### src/rtl/core/itp_pkg.sv
// Shared types, character codes and helper functions for the infix-to-postfix converter.
package itp_pkg;

    localparam int STACK_DEPTH_DEF = 32;
    localparam int Q_DEPTH         = 4;

    localparam logic [7:0] CH_CARET = 8'h5E;
    localparam logic [7:0] CH_STAR  = 8'h2A;
    localparam logic [7:0] CH_SLASH = 8'h2F;
    localparam logic [7:0] CH_PLUS  = 8'h2B;
    localparam logic [7:0] CH_MINUS = 8'h2D;
    localparam logic [7:0] CH_OPEN  = 8'h28;
    localparam logic [7:0] CH_CLOSE = 8'h29;

    localparam logic [7:0] CH_0 = 8'h30;
    localparam logic [7:0] CH_9 = 8'h39;
    localparam logic [7:0] CH_UA = 8'h41;
    localparam logic [7:0] CH_UZ = 8'h5A;
    localparam logic [7:0] CH_LA = 8'h61;
    localparam logic [7:0] CH_LZ = 8'h7A;

    localparam logic [1:0] ERR_NONE     = 2'd0;
    localparam logic [1:0] ERR_OVERFLOW = 2'd1;
    localparam logic [1:0] ERR_UNOPENED = 2'd2;

    localparam logic [2:0] CLS_ALNUM = 3'd0;
    localparam logic [2:0] CLS_OPEN  = 3'd1;
    localparam logic [2:0] CLS_CLOSE = 3'd2;
    localparam logic [2:0] CLS_OP    = 3'd3;
    localparam logic [2:0] CLS_END   = 3'd4;

    typedef struct packed {
        logic [2:0] cls;
        logic [7:0] sym;
        logic [1:0] rank;
    } t_item;

    function automatic logic [1:0] f_rank(input logic [7:0] c);
        logic [1:0] r;
        r = 2'd0;
        if (c == CH_CARET) begin
            r = 2'd3;
        end else if (c == CH_STAR || c == CH_SLASH) begin
            r = 2'd2;
        end else if (c == CH_PLUS || c == CH_MINUS) begin
            r = 2'd1;
        end
        return r;
    endfunction

    function automatic logic f_is_alnum(input logic [7:0] c);
        return (c >= CH_0 && c <= CH_9) || (c >= CH_UA && c <= CH_UZ) ||
               (c >= CH_LA && c <= CH_LZ);
    endfunction

endpackage

### src/rtl/core/itp_ram.sv
// Generic single-port-write, single-port-read RAM with registered read data.
module itp_ram #(
    parameter int WIDTH = 8,
    parameter int DEPTH = 32
) (
    input  logic                     i_clk,
    input  logic                     i_we,
    input  logic [$clog2(DEPTH)-1:0] i_waddr,
    input  logic [WIDTH-1:0]         i_wdata,
    input  logic [$clog2(DEPTH)-1:0] i_raddr,
    output logic [WIDTH-1:0]         o_rdata
);

    logic [WIDTH-1:0] r_mem [DEPTH];
    logic [WIDTH-1:0] r_rdata;

    always_ff @(posedge i_clk) begin
        if (i_we) begin
            r_mem[i_waddr] <= i_wdata;
        end
        r_rdata <= r_mem[i_raddr];
    end

    assign o_rdata = r_rdata;

endmodule

### src/rtl/core/itp_front.sv
// Front end: classifies each incoming character and works out its operator rank.
module itp_front (
    input  logic          i_end_of_expr,
    input  logic [7:0]    i_symbol,
    output itp_pkg::t_item o_item
);

    always_comb begin
        o_item.sym  = i_symbol;
        o_item.rank = itp_pkg::f_rank(i_symbol);
        if (i_end_of_expr) begin
            o_item.cls = itp_pkg::CLS_END;
        end else if (itp_pkg::f_is_alnum(i_symbol)) begin
            o_item.cls = itp_pkg::CLS_ALNUM;
        end else if (i_symbol == itp_pkg::CH_OPEN) begin
            o_item.cls = itp_pkg::CLS_OPEN;
        end else if (i_symbol == itp_pkg::CH_CLOSE) begin
            o_item.cls = itp_pkg::CLS_CLOSE;
        end else begin
            o_item.cls = itp_pkg::CLS_OP;
        end
    end

endmodule

### src/rtl/core/itp_queue.sv
// Short FIFO of classified items between the front end and the stack engine.
module itp_queue (
    input  logic           i_clk,
    input  logic           i_rst_n,
    input  logic           i_push,
    input  itp_pkg::t_item i_item,
    input  logic           i_pop,
    output logic           o_full,
    output logic           o_valid,
    output itp_pkg::t_item o_item
);

    localparam int PW = $clog2(itp_pkg::Q_DEPTH);
    localparam int CW = $clog2(itp_pkg::Q_DEPTH + 1);

    itp_pkg::t_item r_mem [itp_pkg::Q_DEPTH];
    logic [PW-1:0]  r_wptr;
    logic [PW-1:0]  r_rptr;
    logic [CW-1:0]  r_cnt;
    logic [CW-1:0]  n_cnt;

    assign o_full  = (r_cnt == CW'(itp_pkg::Q_DEPTH));
    assign o_valid = (r_cnt != '0);
    assign o_item  = r_mem[r_rptr];

    always_comb begin
        n_cnt = r_cnt;
        if (i_push && !i_pop) begin
            n_cnt = r_cnt + CW'(1);
        end else if (i_pop && !i_push) begin
            n_cnt = r_cnt - CW'(1);
        end
    end

    always_ff @(posedge i_clk) begin
        if (i_push) begin
            r_mem[r_wptr] <= i_item;
        end
    end

    always_ff @(posedge i_clk) begin
        if (!i_rst_n) begin
            r_wptr <= '0;
            r_rptr <= '0;
            r_cnt  <= '0;
        end else begin
            if (i_push) begin
                r_wptr <= (r_wptr == PW'(itp_pkg::Q_DEPTH - 1)) ? '0 : r_wptr + PW'(1);
            end
            if (i_pop) begin
                r_rptr <= (r_rptr == PW'(itp_pkg::Q_DEPTH - 1)) ? '0 : r_rptr + PW'(1);
            end
            r_cnt <= n_cnt;
        end
    end

endmodule

### src/rtl/core/itp_back.sv
// Stack engine: executes queued items on a stack, one step per cycle unless stalled.
module itp_back #(
    parameter int STACK_DEPTH = itp_pkg::STACK_DEPTH_DEF
) (
    input  logic                           i_clk,
    input  logic                           i_rst_n,
    input  logic                           i_q_valid,
    input  itp_pkg::t_item                 i_q_item,
    output logic                           o_q_pop,
    output logic                           o_we,
    output logic [$clog2(STACK_DEPTH)-1:0] o_waddr,
    output logic [7:0]                     o_wdata,
    output logic [$clog2(STACK_DEPTH)-1:0] o_raddr,
    input  logic [7:0]                     i_rdata,
    output logic                           o_valid,
    input  logic                           i_stall,
    output logic [7:0]                     o_out_symbol,
    output logic                           o_has_symbol,
    output logic                           o_last,
    output logic [1:0]                     o_error
);

    localparam int AW = $clog2(STACK_DEPTH);
    localparam int CW = $clog2(STACK_DEPTH + 1);

    logic [CW-1:0] r_count;
    logic [CW-1:0] n_count;
    logic [7:0]    r_top;
    logic [7:0]    n_top;
    logic [CW-1:0] below;

    logic       r_ovalid;
    logic [7:0] r_osym;
    logic       r_ohas;
    logic       r_olast;
    logic [1:0] r_oerr;

    logic       emit_ok;
    logic       emit;
    logic [7:0] e_sym;
    logic       e_has;
    logic       e_last;
    logic [1:0] e_err;
    logic       pop;
    logic       push;
    logic       full;
    logic       empty;
    logic       top_open;
    logic       one_left;
    logic [1:0] top_rank;
    logic       beats;

    assign emit_ok  = !r_ovalid || !i_stall;
    assign full     = (r_count == CW'(STACK_DEPTH));
    assign empty    = (r_count == '0);
    assign one_left = (r_count == CW'(1));
    assign top_open = (r_top == itp_pkg::CH_OPEN);
    assign top_rank = itp_pkg::f_rank(r_top);
    // The stacked operator leaves first if it binds tighter, or equally tight
    // unless the incoming operator is the right-associative caret.
    assign beats = !empty && !top_open &&
                   ((top_rank > i_q_item.rank) ||
                    (top_rank == i_q_item.rank && i_q_item.sym != itp_pkg::CH_CARET));

    always_comb begin
        o_q_pop = 1'b0;
        emit    = 1'b0;
        e_sym   = '0;
        e_has   = 1'b0;
        e_last  = 1'b0;
        e_err   = itp_pkg::ERR_NONE;
        pop     = 1'b0;
        push    = 1'b0;
        if (i_q_valid) begin
            unique case (i_q_item.cls)
                itp_pkg::CLS_END: begin
                    if (emit_ok) begin
                        emit = 1'b1;
                        if (empty) begin
                            e_last  = 1'b1;
                            o_q_pop = 1'b1;
                        end else begin
                            e_sym   = r_top;
                            e_has   = 1'b1;
                            e_last  = one_left;
                            pop     = 1'b1;
                            o_q_pop = one_left;
                        end
                    end
                end
                itp_pkg::CLS_ALNUM: begin
                    if (emit_ok) begin
                        emit    = 1'b1;
                        e_sym   = i_q_item.sym;
                        e_has   = 1'b1;
                        o_q_pop = 1'b1;
                    end
                end
                itp_pkg::CLS_OPEN: begin
                    if (full) begin
                        if (emit_ok) begin
                            emit    = 1'b1;
                            e_err   = itp_pkg::ERR_OVERFLOW;
                            o_q_pop = 1'b1;
                        end
                    end else begin
                        push    = 1'b1;
                        o_q_pop = 1'b1;
                    end
                end
                itp_pkg::CLS_CLOSE: begin
                    if (empty) begin
                        if (emit_ok) begin
                            emit    = 1'b1;
                            e_err   = itp_pkg::ERR_UNOPENED;
                            o_q_pop = 1'b1;
                        end
                    end else if (top_open) begin
                        pop     = 1'b1;
                        o_q_pop = 1'b1;
                    end else if (emit_ok) begin
                        emit  = 1'b1;
                        e_sym = r_top;
                        e_has = 1'b1;
                        pop   = 1'b1;
                    end
                end
                itp_pkg::CLS_OP: begin
                    if (beats) begin
                        if (emit_ok) begin
                            emit  = 1'b1;
                            e_sym = r_top;
                            e_has = 1'b1;
                            pop   = 1'b1;
                        end
                    end else if (full) begin
                        if (emit_ok) begin
                            emit    = 1'b1;
                            e_err   = itp_pkg::ERR_OVERFLOW;
                            o_q_pop = 1'b1;
                        end
                    end else begin
                        push    = 1'b1;
                        o_q_pop = 1'b1;
                    end
                end
                default: begin
                    o_q_pop = 1'b1;
                end
            endcase
        end
    end

    // The top of the stack lives in r_top; the memory read port always holds
    // the entry just below it, so a pop can refill r_top in the same cycle.
    always_comb begin
        n_count = r_count;
        n_top   = r_top;
        if (push) begin
            n_count = r_count + CW'(1);
            n_top   = i_q_item.sym;
        end else if (pop) begin
            n_count = r_count - CW'(1);
            n_top   = i_rdata;
        end
    end

    assign below   = n_count - CW'(2);
    assign o_raddr = below[AW-1:0];
    assign o_we    = push;
    assign o_waddr = r_count[AW-1:0];
    assign o_wdata = i_q_item.sym;

    always_ff @(posedge i_clk) begin
        if (!i_rst_n) begin
            r_count  <= '0;
            r_ovalid <= 1'b0;
        end else begin
            r_count <= n_count;
            if (emit) begin
                r_ovalid <= 1'b1;
            end else if (!i_stall) begin
                r_ovalid <= 1'b0;
            end
        end
    end

    always_ff @(posedge i_clk) begin
        r_top <= n_top;
        if (emit) begin
            r_osym  <= e_sym;
            r_ohas  <= e_has;
            r_olast <= e_last;
            r_oerr  <= e_err;
        end
    end

    assign o_valid      = r_ovalid;
    assign o_out_symbol = r_osym;
    assign o_has_symbol = r_ohas;
    assign o_last       = r_olast;
    assign o_error      = r_oerr;

endmodule

### src/rtl/core/infix_to_postfix_converter_top.sv
// With the queue empty, an accepted character is first written into the queue; the stack
// engine then registers its first result into the output register.
// The stack engine takes one step per operand, push, bracket drop, error or end met with
// an empty stack, plus one step per operator popped off, and holds any step that emits
// while the output is stalled. A four-entry queue decouples input from it.
// Reset (synchronous, active low) empties the queue, the stack count and the output
// register; the stack memory itself is not cleared.
module infix_to_postfix_converter_top #(
    parameter int STACK_DEPTH = itp_pkg::STACK_DEPTH_DEF
) (
    input  logic       i_clk,
    input  logic       i_rst_n,
    input  logic       i_valid,
    output logic       o_stall,
    input  logic [7:0] i_symbol,
    input  logic       i_end_of_expr,
    output logic       o_valid,
    input  logic       i_stall,
    output logic [7:0] o_out_symbol,
    output logic       o_has_symbol,
    output logic       o_last,
    output logic [1:0] o_error
);

    localparam int AW = $clog2(STACK_DEPTH);

    itp_pkg::t_item fr_item;
    itp_pkg::t_item q_item;
    logic           q_full;
    logic           q_valid;
    logic           q_pop;
    logic           mem_we;
    logic [AW-1:0]  mem_waddr;
    logic [7:0]     mem_wdata;
    logic [AW-1:0]  mem_raddr;
    logic [7:0]     mem_rdata;

    assign o_stall = q_full;

    itp_front u_front (
        .i_end_of_expr (i_end_of_expr),
        .i_symbol      (i_symbol),
        .o_item        (fr_item)
    );

    itp_queue u_queue (
        .i_clk   (i_clk),
        .i_rst_n (i_rst_n),
        .i_push  (i_valid && !q_full),
        .i_item  (fr_item),
        .i_pop   (q_pop),
        .o_full  (q_full),
        .o_valid (q_valid),
        .o_item  (q_item)
    );

    itp_ram #(
        .WIDTH (8),
        .DEPTH (STACK_DEPTH)
    ) u_stack_ram (
        .i_clk   (i_clk),
        .i_we    (mem_we),
        .i_waddr (mem_waddr),
        .i_wdata (mem_wdata),
        .i_raddr (mem_raddr),
        .o_rdata (mem_rdata)
    );

    itp_back #(
        .STACK_DEPTH (STACK_DEPTH)
    ) u_back (
        .i_clk        (i_clk),
        .i_rst_n      (i_rst_n),
        .i_q_valid    (q_valid),
        .i_q_item     (q_item),
        .o_q_pop      (q_pop),
        .o_we         (mem_we),
        .o_waddr      (mem_waddr),
        .o_wdata      (mem_wdata),
        .o_raddr      (mem_raddr),
        .i_rdata      (mem_rdata),
        .o_valid      (o_valid),
        .i_stall      (i_stall),
        .o_out_symbol (o_out_symbol),
        .o_has_symbol (o_has_symbol),
        .o_last       (o_last),
        .o_error      (o_error)
    );

endmodule
### config.mk
export PLATFORM = sky130hd
export DESIGN_NAME = infix_to_postfix_converter_top
export DESIGN_NICKNAME = d
export VERILOG_FILES = /design/src/rtl/core/itp_pkg.sv /design/src/rtl/core/itp_ram.sv /design/src/rtl/core/itp_front.sv /design/src/rtl/core/itp_queue.sv /design/src/rtl/core/itp_back.sv /design/src/rtl/core/infix_to_postfix_converter_top.sv
export SDC_FILE = /design/constraint.sdc
export NUM_CORES = 1
export LEC_CHECK = 0
export BUFFER_PORTS_ARGS = -buffer_cell sky130_fd_sc_hd__buf_2
export CAP_MARGIN = 20
export CELL_PAD_IN_SITES_DETAIL_PLACEMENT = 0
export CELL_PAD_IN_SITES_GLOBAL_PLACEMENT = 1
export CORE_ASPECT_RATIO = 0.5
export CORE_MARGIN = 1.5
export CORE_UTILIZATION = 38
export CTS_CLUSTER_DIAMETER = 200
export DETAILED_ROUTE_END_ITERATION = 16
export HOLD_SLACK_MARGIN = 0.15
export PLACE_DENSITY_LB_ADDON = 0.1
export SLEW_MARGIN = 5
export SYNTH_ARGS = -nofsm -noshare
export SYNTH_HDL_FRONTEND = slang
export SYNTH_HIERARCHICAL = 1
export SYNTH_SLANG_ARGS = --single-unit
### constraint.sdc
create_clock -name i_clk -period 4.53 [get_ports i_clk]
set_input_delay 0.2265 -clock i_clk [delete_from_list [all_inputs] [get_ports i_clk]]
set_output_delay 0.2265 -clock i_clk [all_outputs]
set_load 0.01 [all_outputs]
After elaboration in Yosys (flattened, before gate mapping)
Memories as Yosys holds them, arrays and structs flattened. A register that Yosys moved wholly into a read port is not among the register bits.
Cells that the tools add are included.
{"block": "classes", "add_sub_neg": 7, "n_lt_le_gt_ge": 7, "n_eq_ne": 25, "n_mux": 68, "reduce_logical": 31}
{"cell": "$eq 8x6->1 const B", "n": 11}
{"cell": "$mux 8", "n": 9}
{"cell": "$mux 1", "n": 33}
{"cell": "$pmux 8 s4", "n": 1}
{"cell": "$mux 2", "n": 12}
{"cell": "$eq 8x7->1 const B", "n": 2}
{"cell": "$ge 8x7->1 const B", "n": 2}
{"cell": "$le 8x7->1 const B", "n": 2}
{"cell": "$mux 3", "n": 5}
{"cell": "$mux 6", "n": 2}
{"cell": "$logic_and 1x1->1", "n": 9}
{"cell": "$ge 8x6->1 const B", "n": 1}
{"cell": "$le 8x6->1 const B", "n": 1}
{"cell": "$logic_or 1x1->1", "n": 8}
{"cell": "$ne 8x7->1 const B", "n": 1}
{"cell": "$pmux 1 s4", "n": 2}
{"cell": "$logic_not 1->1", "n": 7}
{"cell": "$add 6x1->6 const B", "n": 1}
{"cell": "$eq 3x2->1 const B", "n": 2}
{"cell": "$eq 3x3->1 const B", "n": 2}
{"cell": "$eq 6x1->1 const B", "n": 1}
{"cell": "$eq 6x6->1 const B", "n": 1}
{"cell": "$logic_not 6->1", "n": 1}
{"cell": "$pmux 2 s3", "n": 1}
{"cell": "18 further kinds", "n": 21}
{"block": "word_totals", "reg_bits": 34, "ram_bits": 308, "out_inout_bits": 14, "n_memories": 2}
{"memory": "u_stack_ram.r_mem", "words": 32, "word_bits": 8, "rd": 1, "rd_clocked_by_memory_dff": 1, "write_ports": 1, "line_no": "itp_ram.sv:14", "rtl": "logic [WIDTH-1:0] r_mem [DEPTH];"}
{"memory": "u_queue.r_mem", "words": 4, "word_bits": 13, "rd": 1, "rd_clocked_by_memory_dff": 1, "write_ports": 1, "line_no": "itp_queue.sv:16", "rtl": "itp_pkg::t_item r_mem [itp_pkg::Q_DEPTH];"}

Depth between registers and ports, before layout
Gate-level depths: netlist (run 1).
{"block": "logic_depth", "word_depth": 15, "depth_mapped": 22, "mapped_depth_nobuf": 19}

By module
The synthesis (run 1) kept the hierarchy.
{"module": "itp_ram", "instances": 1, "cells_per_inst": 417, "area_per_inst_um2": 10053.4, "seq_area_each_um2": 7847.5}
{"module": "itp_queue", "instances": 1, "cells_per_inst": 111, "area_per_inst_um2": 2341.0, "seq_area_each_um2": 1741.7}
{"module": "itp_back", "instances": 1, "cells_per_inst": 216, "area_per_inst_um2": 1924.3, "seq_area_each_um2": 740.7}
{"module": "itp_front", "instances": 1, "cells_per_inst": 36, "area_per_inst_um2": 230.2, "seq_area_each_um2": 0.0}
{"module": "infix_to_postfix_converter_top", "instances": 1, "cells_per_inst": 1, "area_per_inst_um2": 13.8, "seq_area_each_um2": 0.0}

Worst setup path before layout (run 1)
Ideal clock, no wire load.
{"block": "synth_timing", "path_kind": "reg2reg", "startpoint": "register u_back.r_top[4]", "endpoint": "register u_stack_ram.r_rdata[0] (netlist: u_stack_ram/o_rdata[0]) (read register of u_stack_ram.r_mem)", "setup_ns": 0.121, "arrival_time_ns": 4.884, "required_ns": 4.409, "path_slack_ns": -0.474, "stages_incl_launch_ff": 21, "path_buffers": 3, "period_less_slack_ns": 5.004, "cell_sequence": "edfxtp_1 > nor4b_2 > and3_1 > o21ai_0 > ha_1 > nand2b_1 > a21oi_1 > or4_4 > nand2b_4 > inv_2 > buf_6 > nor4_1 > a311o_1 > inv_1 > ha_1 > inv_1 > clkbuf_1 > clkbuf_1 > mux4_2 > mux4_2 > mux2_2"}
{"block": "synth_via", "elab_cells_between_ends": 29, "classes_between": "add/sub: 1; order compare: 1; eq/ne: 7; mux: 13; reduce/logical: 7"}
{"item": "start, declared", "line_no": "itp_back.sv:28", "rtl": "logic [7:0] r_top;"}
{"item": "start signal, assigned", "line_no": "itp_back.sv:189", "rtl": "r_top <= n_top;"}
{"item": "$eq 8x6->1", "line_no": "itp_pkg.sv:45", "rtl": "end else if (c == CH_PLUS || c == CH_MINUS) begin"}
{"item": "$logic_or 1x1->1", "line_no": "itp_pkg.sv:45"}
{"item": "$mux 1", "line_no": "itp_pkg.sv:45"}
{"item": "$mux 2", "line_no": "itp_pkg.sv:43", "rtl": "end else if (c == CH_STAR || c == CH_SLASH) begin"}
{"item": "$mux 2", "line_no": "itp_pkg.sv:41", "rtl": "if (c == CH_CARET) begin"}
{"item": "$eq 2x2->1", "line_no": "itp_back.sv:63", "rtl": "(top_rank == i_q_item.rank && i_q_item.sym != itp_pkg::CH_CARET));"}
{"item": "$logic_and 1x1->1", "line_no": "itp_back.sv:63"}
{"item": "$logic_or 1x1->1", "line_no": "itp_back.sv:62", "rtl": "((top_rank > i_q_item.rank) ||"}
{"item": "$logic_and 1x1->1 (*)", "line_no": "itp_back.sv:61", "rtl": "assign beats = !empty && !top_open &&"}
{"item": "$mux 1 (*)", "line_no": "itp_back.sv:129", "rtl": "if (beats) begin"}
{"item": "$pmux 1 s2 (*)", "line_no": "itp_back.sv:75", "rtl": "unique case (i_q_item.cls)"}
{"item": "$mux 1 (*)", "line_no": "itp_back.sv:74", "rtl": "if (i_q_valid) begin"}
{"item": "via mem_we", "line_no": "infix_to_postfix_converter_top.sv:32", "rtl": "logic mem_we;"}
{"item": "$mux 6 (*)", "line_no": "itp_back.sv:159", "rtl": "if (push) begin"}
{"item": "$sub 5x2->5 (*)", "line_no": "itp_back.sv:168", "rtl": "assign below = n_count - CW'(2);"}
{"item": "via mem_raddr[1]", "line_no": "infix_to_postfix_converter_top.sv:35", "rtl": "logic [AW-1:0] mem_raddr;"}
{"item": "end, declared", "line_no": "itp_ram.sv:15", "rtl": "logic [WIDTH-1:0] r_rdata;"}
Mark *: on every way through the listed nets, which the timed path passes. The rest lies on a longest branch.
A chain may end at the register's enable or synchronous reset.

Worst setup path after layout (run 1)
{"block": "layout_timing", "startpoint": "register u_back.r_top[7]", "endpoint": "register u_stack_ram.r_rdata[5] (netlist: u_stack_ram/o_rdata[5]) (read register of u_stack_ram.r_mem)"}
Same word-level chain as after synthesis.

==> results.yml, run 1 <==
finish:
  fin_nets: 962
  syn_to_final_growth_pct: 21.4
  fin_cells: 1481
  final_layout_size_suffix_gt1_frac: 0.356
  utilization: 0.470
  n_fill_cell: 3187
grt:
  grt_pass1_wl_mm: 52.8
  grt_max_degree: 35
  grt_busiest_layer: "met2"
  grt_usage: 0.186
  grtUsageMet1: 0.279
  use_met3: 0.0333
  antenna_found_initial: 0
  grt_pass1_vias: 7778
  overflow: 0
  grt_use_met2: 0.286
logic_synthesis:
  synth_edf_count: 328
  synth_fp_nets: 807
  netlist_area_um2: 14600
  syn_area_per_cell_um2: 18.6
  yosysWarnings: 6
  syn_inst: 781
  synth-main-ff-cell: "edfxtp_1"
  synth.ff_latch_count: 352
  synth_common_cells: "edfxtp_1 (328), mux4_2 (90), nor2_1 (58)"
  synth_top_area_frac: 0.676
  yosys.area.top_type: "edfxtp_1"
  ys_seq_area_frac: 0.709
  ys_types: 66
  synth_area_leaders: "edfxtp_1 (68%), mux4_2 (14%), dfxtp_1 (3.3%), buf_4 (1.6%), nor2_1 (1.5%)"
  async_flop_share: 0
  yosysMostFrequentCell: "edfxtp_1"
outcome:
  violations: "setup timing"
  outcome: "complete, but fails checks"
timing:
  relSlewSlack: 0.412
  report.final.slew_viol_count: 0
  fin_ws_ns: -0.131
  post-route-min-period_ns: 4.66
  setup_viol_count_final: 8
  min_period_over_period: 1.03
  finalHoldViolCount: 0
  fmax_ghz: 0.215
  rsz0062_at_grt: "yes"
  finClkSkew_ns: 0.0131
  tightest_slew_ns: 0.872
flow_run:
  drv_cap: 0
drt:
  post_drt_wl_per_cell_um: 24.1
  drt_first_iter_violations: 752
  drt_wl_total_mm: 35.7
  dr_total_vias: 7647
  drc_errors: 0
  drtAntennaViolNets: 0
  viasPerCell: 5.16
  drt-pass1-iter-count: 5
clocking:
  cts_made_buffers: 34
  clk_pin_slew_ns: 0.06
  clockBufferDepth: 3
  cts-root-buf: "clkbuf_16"
  tritoncts: "yes"
  clock_sinks: 352
  clock_latency_ns: 0.52
  htree_levels: 2
power:
  p_clk_frac: 0.219
  p_sw_frac: 0.319
  intPower_mw: 8.45
  power.total_mw: 12.4
  ir_drop_mv: 0.246
  p_comb_frac: 0.432
  p_leak_nw: 6.00
  seq_power_share: 0.349
  power_density_nw_per_um2: 702
  switchingPower_mw: 3.95
die:
  placementRows: 50
  start_util: 0.387
  core_area_um2: 37600
  die_h_um: 141
  die_area_um2: 39600
  dieWidth_um: 280
  ios: 27
placed_design:
  post-place-ws_ns: -0.310
  dp_hpwl_mm: 22.3
  port_buffers: 26
  gp_congestion: 0.775
  dp.cells: 1384
worst_hold_path:
  hp-class: "in -> reg"
  hold_depth: 4
  hp-start: "i_valid"
  hold_path_end: "u_queue/r_wptr[0]$_SDFFE_PN0P_"
worst_setup_path:
  worstPathRequired_ns: 4.94
  reg2reg_slack_ns: -0.13
  worst_setup_path_start_kind: "register"
  r2r-start: "u_back/r_top[7]$_DFFE_PP_"
  critPathArrivalTime_ns: 5.07
  r2r_end: "u_stack_ram/o_rdata[5]$_DFF_P_"
  cp-end-kind: "register"
  cp-startpoint: "u_back/r_top[7]$_DFFE_PP_"
  reg2regPathDepth: 20
  worstPathMaxFanout: 9
  critical_path_class: "reg -> reg"
## area by class of cell
type                    count  area (um2)  share of cell area
flip-flops and latches    352       10300               0.584
diodes                      1        2.50            0.000142
clock inverters            20         146             0.00828
inverters                  18        77.6             0.00439
repair buffers            173        1620              0.0916
well taps                 520         651              0.0368
clock buffers              40         895              0.0506
multi-input cells         357        3950               0.224
## timing repair
item | 4_1_cts | 5_1_grt
hold endpoints to repair | 56 | 0
endpoints found under the setup margin | 8 | 8
hold buffers | 10 | 0
gates resized for setup | 37 | 2
pin swaps | 9 | 4
cloned | 8 | 0
buffers inserted | 18 | 1
## power by group through the flow
stage / clock (mW) / combinational (mW) / sequential, mW
6_report: 2.72 / 5.36 / 4.32
3_5_place_dp: 0 / 4.67 / 4.40
3_3_place_gp: 0 / 4.63 / 4.40
5_1_grt: 2.91 / 5.72 / 4.35
2_1_floorplan: 0 / 2.98 / 4.36
4_1_cts: 2.79 / 5.45 / 4.33
## layer usage
layer	share of wire	wire length [um]	vias up
met5	0	0	-
met4	0.012	425	0
met3	0.046	1650	35
met2	0.45	16200	175
met1	0.49	17400	4011
li1	-	-	3426
## worst max path at each step
| stage | end | cells past startpoint |
|---|---|---|
| floorplan | u_stack_ram/o_rdata[0]$_DFF_P_ | 22 |
| global placement | u_stack_ram/o_rdata[5]$_DFF_P_ | 15 |
| detailed placement | u_stack_ram/o_rdata[5]$_DFF_P_ | 21 |
| CTS | u_stack_ram/o_rdata[5]$_DFF_P_ | 21 |
| global route | u_stack_ram/o_rdata[5]$_DFF_P_ | 21 |
| finish | u_stack_ram/o_rdata[5]$_DFF_P_ | 20 |
## state kept, by name, summed over array words and instances, names as in the netlist, 2 cells and up, named ones only
name	count
u_stack_ram/o_rdata	8
u_back/r_count	6
u_back/o_out_symbol	8
u_stack_ram/r_mem	256
u_queue/r_cnt	3
u_back/o_error	2
u_queue/r_rptr	2
u_queue/r_wptr	2
u_back/r_top	8
u_queue/r_mem	52
## through the flow
stage / instance area [um2] / setup TNS [ns] / hold WS (ns)
6_report: 17700 / -0.651 / 0.182
5_1_grt: 17700 / -2.29 / 0.210
4_1_cts: 17700 / -0.503 / 0.167
3_5_place_dp: 16000 / -2.15 / 0.467
3_3_place_gp: 16000 / -2.08 / 0.461
2_1_floorplan: 14700 / -0.215 / 0.344
## worst max-delay path, stage by stage, from the launching register on
cell,delay [ns]
edfxtp_1,0.45
nor2_1,0.12
nand4_1,0.16
nor3b_2,0.19
o21ai_1,0.10
ha_1,0.31
nand2b_4,0.13
a21oi_4,0.07
or4_4,0.54
nand2b_4,0.13
inv_4,0.05
and2_4,0.14
a311o_1,0.34
inv_2,0.09
ha_4,0.21
inv_8,0.10
buf_6,0.11
buf_12,0.13
mux4_2,0.34
mux4_2,0.55
mux2_4,0.28
## cells in the final DEF, fill, tap and decap left out, types with 9 or more instances in the layout
master and instances:
inv_1 15, ha_1 11, edfxtp_1 328, dfxtp_1 23, and2_1 12, buf_2 26
nor3_1 9, buf_4 109, nand2_1 35, mux4_2 90, dlygate4sd3_1 10, clkbuf_16 35
buf_12 11, nor2_1 58, o21ai_0 9
## cell families (layout without fill, tap and decap cells)
family,after synthesis,after routing,synth area share
AND/OR/NAND/NOR,179,179,0.0662
adder cells (fa/ha/maj),13,13,0.0117
XOR/XNOR,10,10,0.00601
AO/OA/AOI/OAI,50,50,0.0245
flip-flops,352,352,0.709
multiplexers,105,105,0.154
other,0,1,0
buffers and inverters,72,251,0.0288
(Power assumes the default switching activity.)
==> inputs of run 2 (changes only) <==
--- a/config.mk
+++ b/config.mk
@@ -5,6 +5,7 @@
 export SDC_FILE = /design/constraint.sdc
 export NUM_CORES = 1
 export LEC_CHECK = 0
+export ABC_AREA = 1
 export BUFFER_PORTS_ARGS = -buffer_cell sky130_fd_sc_hd__buf_2
 export CAP_MARGIN = 20
 export CELL_PAD_IN_SITES_DETAIL_PLACEMENT = 0
==> run 2 against run 1 <==
Net effect: the run now ends clean; final area shrank 1.2%; sequential cell count unchanged; critical path depth increased by 4; sequential share of layout area grew 0.70 points; clock skew up 0.0097 ns; register-to-register slack improved by 0.42 ns; critical endpoint is now u_stack_ram/o_rdata[4]$_DFF_P_; clock-buffer cell count up 12; via count increased by 34%; die area increased by 6.6%; global-route usage is 0.59 points higher; highest routed layer unchanged; hold slack gained 0.076 ns.
==> results.yml, run 2 <==
grt:
  grt_usage: 0.191
  overflow: 0
  antenna_found_initial: 0
  grt_pass1_wl_mm: 60.4
  grt_pass1_vias: 9965
  grt_max_degree: 69
timing:
  finalHoldViolCount: 0
  hold_slack_ns: 0.259
  setup_viol_count_final: 0
  fmax_ghz: 0.236
  min_period_over_period: 0.937
  fin_ws_ns: 0.288
  relSlewSlack: 0.349
  finClkSkew_ns: 0.0228
  tightest_slew_ns: 0.973
  report.final.slew_viol_count: 0
  post-route-min-period_ns: 4.24
worst_hold_path:
  hold_depth: 5
  hold_path_end: "u_back/o_valid$_SDFFE_PN0P_"
  hp-start: "i_stall"
  hp-class: "in -> reg"
worst_setup_path:
  r2r_end: "u_stack_ram/o_rdata[4]$_DFF_P_"
  worstPathRequired_ns: 4.95
  worstPathMaxFanout: 24
  cp-end-kind: "register"
  worst_setup_path_start_kind: "register"
  reg2regPathDepth: 24
  critPathArrivalTime_ns: 4.66
  reg2reg_slack_ns: 0.29
  critical_path_class: "reg -> reg"
die:
  start_util: 0.385
  die_area_um2: 42200
  ios: 27
  core_area_um2: 40300
  dieWidth_um: 289
  die_h_um: 146
  placementRows: 52
drt:
  drt_first_iter_violations: 753
  drt-pass1-iter-count: 5
  drt_wl_total_mm: 39.8
  drc_errors: 0
  drtAntennaViolNets: 0
  dr_total_vias: 10200
  viasPerCell: 5.01
  post_drt_wl_per_cell_um: 19.5
finish:
  most-common-layout-cells: "nand2_1 (446), edfxtp_1 (328), nand3_1 (219), nor2_1 (96), inv_1 (70)"
  top_regs: "u_stack_ram/r_mem (256), u_queue/r_mem (52)"
  layout_commonest_cell: "nand2_1"
  multiInputGateArea_um2: 4290
  fin_nets: 1498
  top_register: "u_stack_ram/r_mem"
  final_layout_size_suffix_gt1_frac: 0.123
  final_cell_area_um2: 17500
  n_fill_cell: 3852
  syn_to_final_growth_pct: 12.4
  final-seq-area_um2: 10300
  largest_reg_flops: 256
  fin_cells: 2039
clocking:
  htree_levels: 2
  clockBufferDepth: 3
  cts-root-buf: "clkbuf_16"
  post-cts-setup-buffers: 0
  clk_pin_slew_ns: 0.06
  clock_latency_ns: 0.54
  clock_sinks: 352
  cts_made_buffers: 35
  tritoncts: "yes"
placed_design:
  post-place-ws_ns: 0.194
  placed_area_um2: 16200
  port_buffers: 26
  dp_hpwl_mm: 24.4
  dp.cells: 1964
  gp_congestion: 0.798
logic_synthesis:
  synth_fa_ha_area_frac: 0.0110
  synthSimpleGateAreaFrac: 0.224
  ys_types: 43
  async_flop_share: 0
  synth_edf_count: 328
  syn_area_per_cell_um2: 10.9
  synthMuxAreaShare: 0
  ys_seq_area_frac: 0.665
  synth_common_cells: "nand2_1 (446), edfxtp_1 (328), nand3_1 (219)"
  yosysMostFrequentCell: "nand2_1"
  synth-compound-area-share: 0.0303
  yosysWarnings: 6
  syn_inst: 1430
  synth-main-ff-cell: "edfxtp_1"
  netlist_area_um2: 15500
  yosys.area.top_type: "edfxtp_1"
  synth.ff_latch_count: 352
  synth_top_area_frac: 0.634
  synth_area_leaders: "edfxtp_1 (63%), nand2_1 (11%), nand3_1 (7.1%), dfxtp_1 (3.1%), nor2_1 (2.3%)"
  synth_fp_nets: 1456
  synth-xor-area-share: 0.00395
  synth_top_family_by_area: "simple AND/OR/NAND/NOR gates"
flow_run:
  drv_cap: 0
outcome:
  outcome: "finished clean"
## run 2: changes by cell type after synthesis, sizes merged, moves of 31 or more
cell and change:
buf +38, inv +67, mux4 -93, nand2 +418
nand3 +218, nor2 +51, o21ai +31
## run 2: how the worst max path moves through the flow
stage	startpoint	to	slack (ns)	cells after the start
floorplan	u_back/r_top[0]$_DFFE_PP_	u_stack_ram/o_rdata[1]$_DFF_P_	1.25	27
global placement	register	u_stack_ram/o_rdata[4]$_DFF_P_	0.26	24
detailed placement	register	u_stack_ram/o_rdata[4]$_DFF_P_	0.19	24
CTS	register	u_stack_ram/o_rdata[4]$_DFF_P_	0.17	24
global route	register	u_stack_ram/o_rdata[4]$_DFF_P_	-0.01	24
finish	register	u_stack_ram/o_rdata[4]$_DFF_P_	0.29	24
## run 2: repair_timing
item,CTS,global route
resized for setup,0,3
hold endpoints to repair,46,0
hold buffers,11,0
endpoints found under the setup margin,0,8
## run 2: through the flow
step                 util  TNS, ns
floorplan               -        0
global placement    0.402        0
detailed placement  0.402        0
CTS                 0.433        0
global route        0.433  -0.0108
finish              0.433        0
## run 2: cells by family (layout without fill, tap and decap cells)
logic type      after synthesis  after routing
compound gates               82             82
xor+xnor                      7              7
fa+ha+maj                    13             13
buf+inv                     173            241
flops                       352            352
other cells                   0              1
simple gates                803            803
## run 2: area by class of cell
cell class | count | share of cell area
multi-input combinational | 905 | 0.246
tap | 540 | 0.0387
timing repair buffer | 93 | 0.0414
clock buffer | 52 | 0.0567
sequential | 352 | 0.592
antenna | 1 | 0.000143
inverter | 85 | 0.0191
clock inverter | 11 | 0.00688
## run 2: worst max-delay path, stage by stage (launching register included)
cell and delay [ns]:
dfxtp_1 0.40, inv_2 0.27, o21ai_0 0.14, o22ai_1 0.12, inv_1 0.06, ha_1 0.30
a21oi_1 0.17, nand2_1 0.07, nand2_1 0.16, nor2_8 0.05, nand2_4 0.07, nand3_4 0.23
inv_2 0.23, nand2_1 0.07, a21boi_4 0.15, ha_1 0.32, inv_1 0.12, clkinvlp_4 0.32
buf_12 0.28, nand3_1 0.14, nand2_1 0.11, nand2_1 0.07, nand2_1 0.06, nand2_1 0.13
nand2_1 0.07
## run 2: layer usage
layer | vias up | wire [um] | global-route usage
met5 | - | 0 | 0
met4 | 0 | 638 | 0.0453
met3 | 48 | 2250 | 0.0429
met2 | 205 | 17600 | 0.290
met1 | 5000 | 19400 | 0.279
li1 | 4961 | - | -
Power of run 2 is not shown: default switching activity piles up to over one toggle a cycle in this logic, so the estimate is an artifact.
==> inputs of run 3 (changes only) <==
==> constraint.sdc (replaced) <==
create_clock -name i_clk -period 4 [get_ports i_clk]
set_input_delay 0.2 -clock i_clk [delete_from_list [all_inputs] [get_ports i_clk]]
set_output_delay 0.2 -clock i_clk [all_outputs]
set_load 0.01 [all_outputs]
==> run 3 against run 2 <==
Net effect: register-to-register slack got worse by 0.02 ns; global-route usage fell by 0.26 points; final area rose by 0.89%; critical path depth rose by 1; critical endpoint unchanged; non-clock buffer count fell by 2.
==> results.yml, run 3 (same netlist as run 2, synthesis figures left out) <==
clocking:
  tritoncts: "yes"
  clock_sinks: 352
  clk_pin_slew_ns: 0.06
  cts_made_buffers: 35
  clock_latency_ns: 0.54
  htree_levels: 2
  clockBufferDepth: 3
  cts-root-buf: "clkbuf_16"
  post-cts-setup-buffers: 0
finish:
  n_antenna_cell: 0
  final_layout_size_suffix_gt1_frac: 0.125
  top_register: "u_stack_ram/r_mem"
  final_cell_area_um2: 17600
  layout_commonest_cell: "nand2_1"
  largest_reg_flops: 256
  syn_to_final_growth_pct: 13.4
  most-common-layout-cells: "nand2_1 (446), edfxtp_1 (328), nand3_1 (219), nor2_1 (96), inv_1 (69)"
  fin_nets: 1497
  top_regs: "u_stack_ram/r_mem (256), u_queue/r_mem (52)"
worst_setup_path:
  r2r_end: "u_stack_ram/o_rdata[4]$_DFF_P_"
  reg2reg_slack_ns: 0.27
  critPathArrivalTime_ns: 4.22
  worstPathRequired_ns: 4.48
  critical_path_class: "reg -> reg"
  cp-end-kind: "register"
  reg2regPathDepth: 25
  worst_setup_path_start_kind: "register"
  worstPathMaxFanout: 32
drt:
  drt-pass1-iter-count: 5
  drt_wl_total_mm: 39.8
  drtAntennaViolNets: 0
  drc_errors: 0
  post_drt_wl_per_cell_um: 19.5
  dr_total_vias: 10300
  viasPerCell: 5.04
  drt_first_iter_violations: 950
worst_hold_path:
  hp-start: "i_stall"
  hp-class: "in -> reg"
  hold_depth: 5
  hold_path_end: "u_back/o_valid$_SDFFE_PN0P_"
timing:
  min_period_over_period: 0.933
  fin_tns_setup_ns: 0
  setup_viol_count_final: 0
  finClkSkew_ns: 0.0224
  fmax_ghz: 0.268
  relSlewSlack: 0.425
  post-route-min-period_ns: 3.73
  report.final.slew_viol_count: 0
  finalHoldViolCount: 0
  fin_ws_ns: 0.267
  tightest_slew_ns: 0.859
grt:
  antenna_found_initial: 0
  grt_usage: 0.189
  grt_pass1_vias: 10000
  overflow: 0
  grt_pass1_wl_mm: 60.4
  grt_max_degree: 81
die:
  ios: 27
  dieWidth_um: 289
  placementRows: 52
  die_h_um: 146
  die_area_um2: 42200
  core_area_um2: 40300
  start_util: 0.385
placed_design:
  port_buffers: 26
  dp_hpwl_mm: 24.4
  gp_congestion: 0.809
  placed_area_um2: 16200
  post-place-ws_ns: 0.220
flow_run:
  drv_cap: 0
outcome:
  outcome: "finished clean"
run 3: cell count changes in the layout (fill, tap and decap cells not counted), sizes merged:
cell / before / now
clkbuf: 52 / 40
clkinv: 9 / 20
inv: 84 / 83
clkinvlp: 1 / 2
bufinv: 2 / 6
diode: 1 / 0
buf: 82 / 78
run 3: worst max-delay path by stage:
stage,from,end,slack (ns)
final,register,u_stack_ram/o_rdata[4]$_DFF_P_,0.27
after floorplan,u_back/r_top[0]$_DFFE_PP_,u_stack_ram/o_rdata[1]$_DFF_P_,0.72
after global routing,register,u_stack_ram/o_rdata[3]$_DFF_P_,-0.02
after CTS,register,u_stack_ram/r_mem[0][6]$_DFFE_PP_,0.20
after global placement,register,u_stack_ram/r_mem[0][1]$_DFFE_PP_,0.26
after detailed placement,register,u_stack_ram/r_mem[0][4]$_DFFE_PP_,0.22
run 3: stage by stage:
stage               utilization  hold slack (ns)  std cells
floorplan                     -            0.320       1430
global placement          0.402            0.442       1960
detailed placement        0.402            0.450       1960
CTS                       0.435            0.196       2034
global route              0.437            0.272       2037
finish                    0.437            0.210       2037
run 3: timing repair:
item	4_1_cts	5_1_grt
endpoints found under the setup margin	0	8
gates resized for setup	0	10
endpoints found under the hold margin	54	0
hold buffers	11	0
run 3: critical path, stage by stage (launching register included):
cell,delay [ns]
dfxtp_1,0.35
buf_12,0.18
clkinv_8,0.13
o21ai_0,0.18
o22ai_1,0.11
inv_1,0.07
ha_1,0.24
a21oi_1,0.16
nand2_1,0.06
nand2_1,0.16
nor2_8,0.05
nand2_4,0.07
nand3_4,0.15
nand2_1,0.15
xor2_1,0.25
clkinv_2,0.16
inv_4,0.21
buf_16,0.22
nand2_1,0.07
nand3_1,0.10
nand3_1,0.16
nand2_1,0.16
nand2_1,0.06
nand2_1,0.06
nand2_1,0.05
nand2_1,0.06
run 3: per-layer routing:
layer  global-route usage  routed length, um
met5                    0                  0
met3               0.0293               2300
met4               0.0411                649
met2                0.284              17700
met1                0.288              19200
run 3: layout make-up:
| class | count | area, um2 |
|---|---|---|
| Inverter | 85 | 344 |
| Multi-Input combinational cell | 905 | 4290 |
| Clock inverter | 25 | 280 |
| Timing Repair inverter | 1 | 7.51 |
| Tap cell | 540 | 676 |
| Timing Repair Buffer | 91 | 787 |
| Fill cell | 3836 | 22700 |
| Clock buffer | 38 | 908 |
| Sequential cell | 352 | 10300 |
Power of run 3 is left out for the same reason.
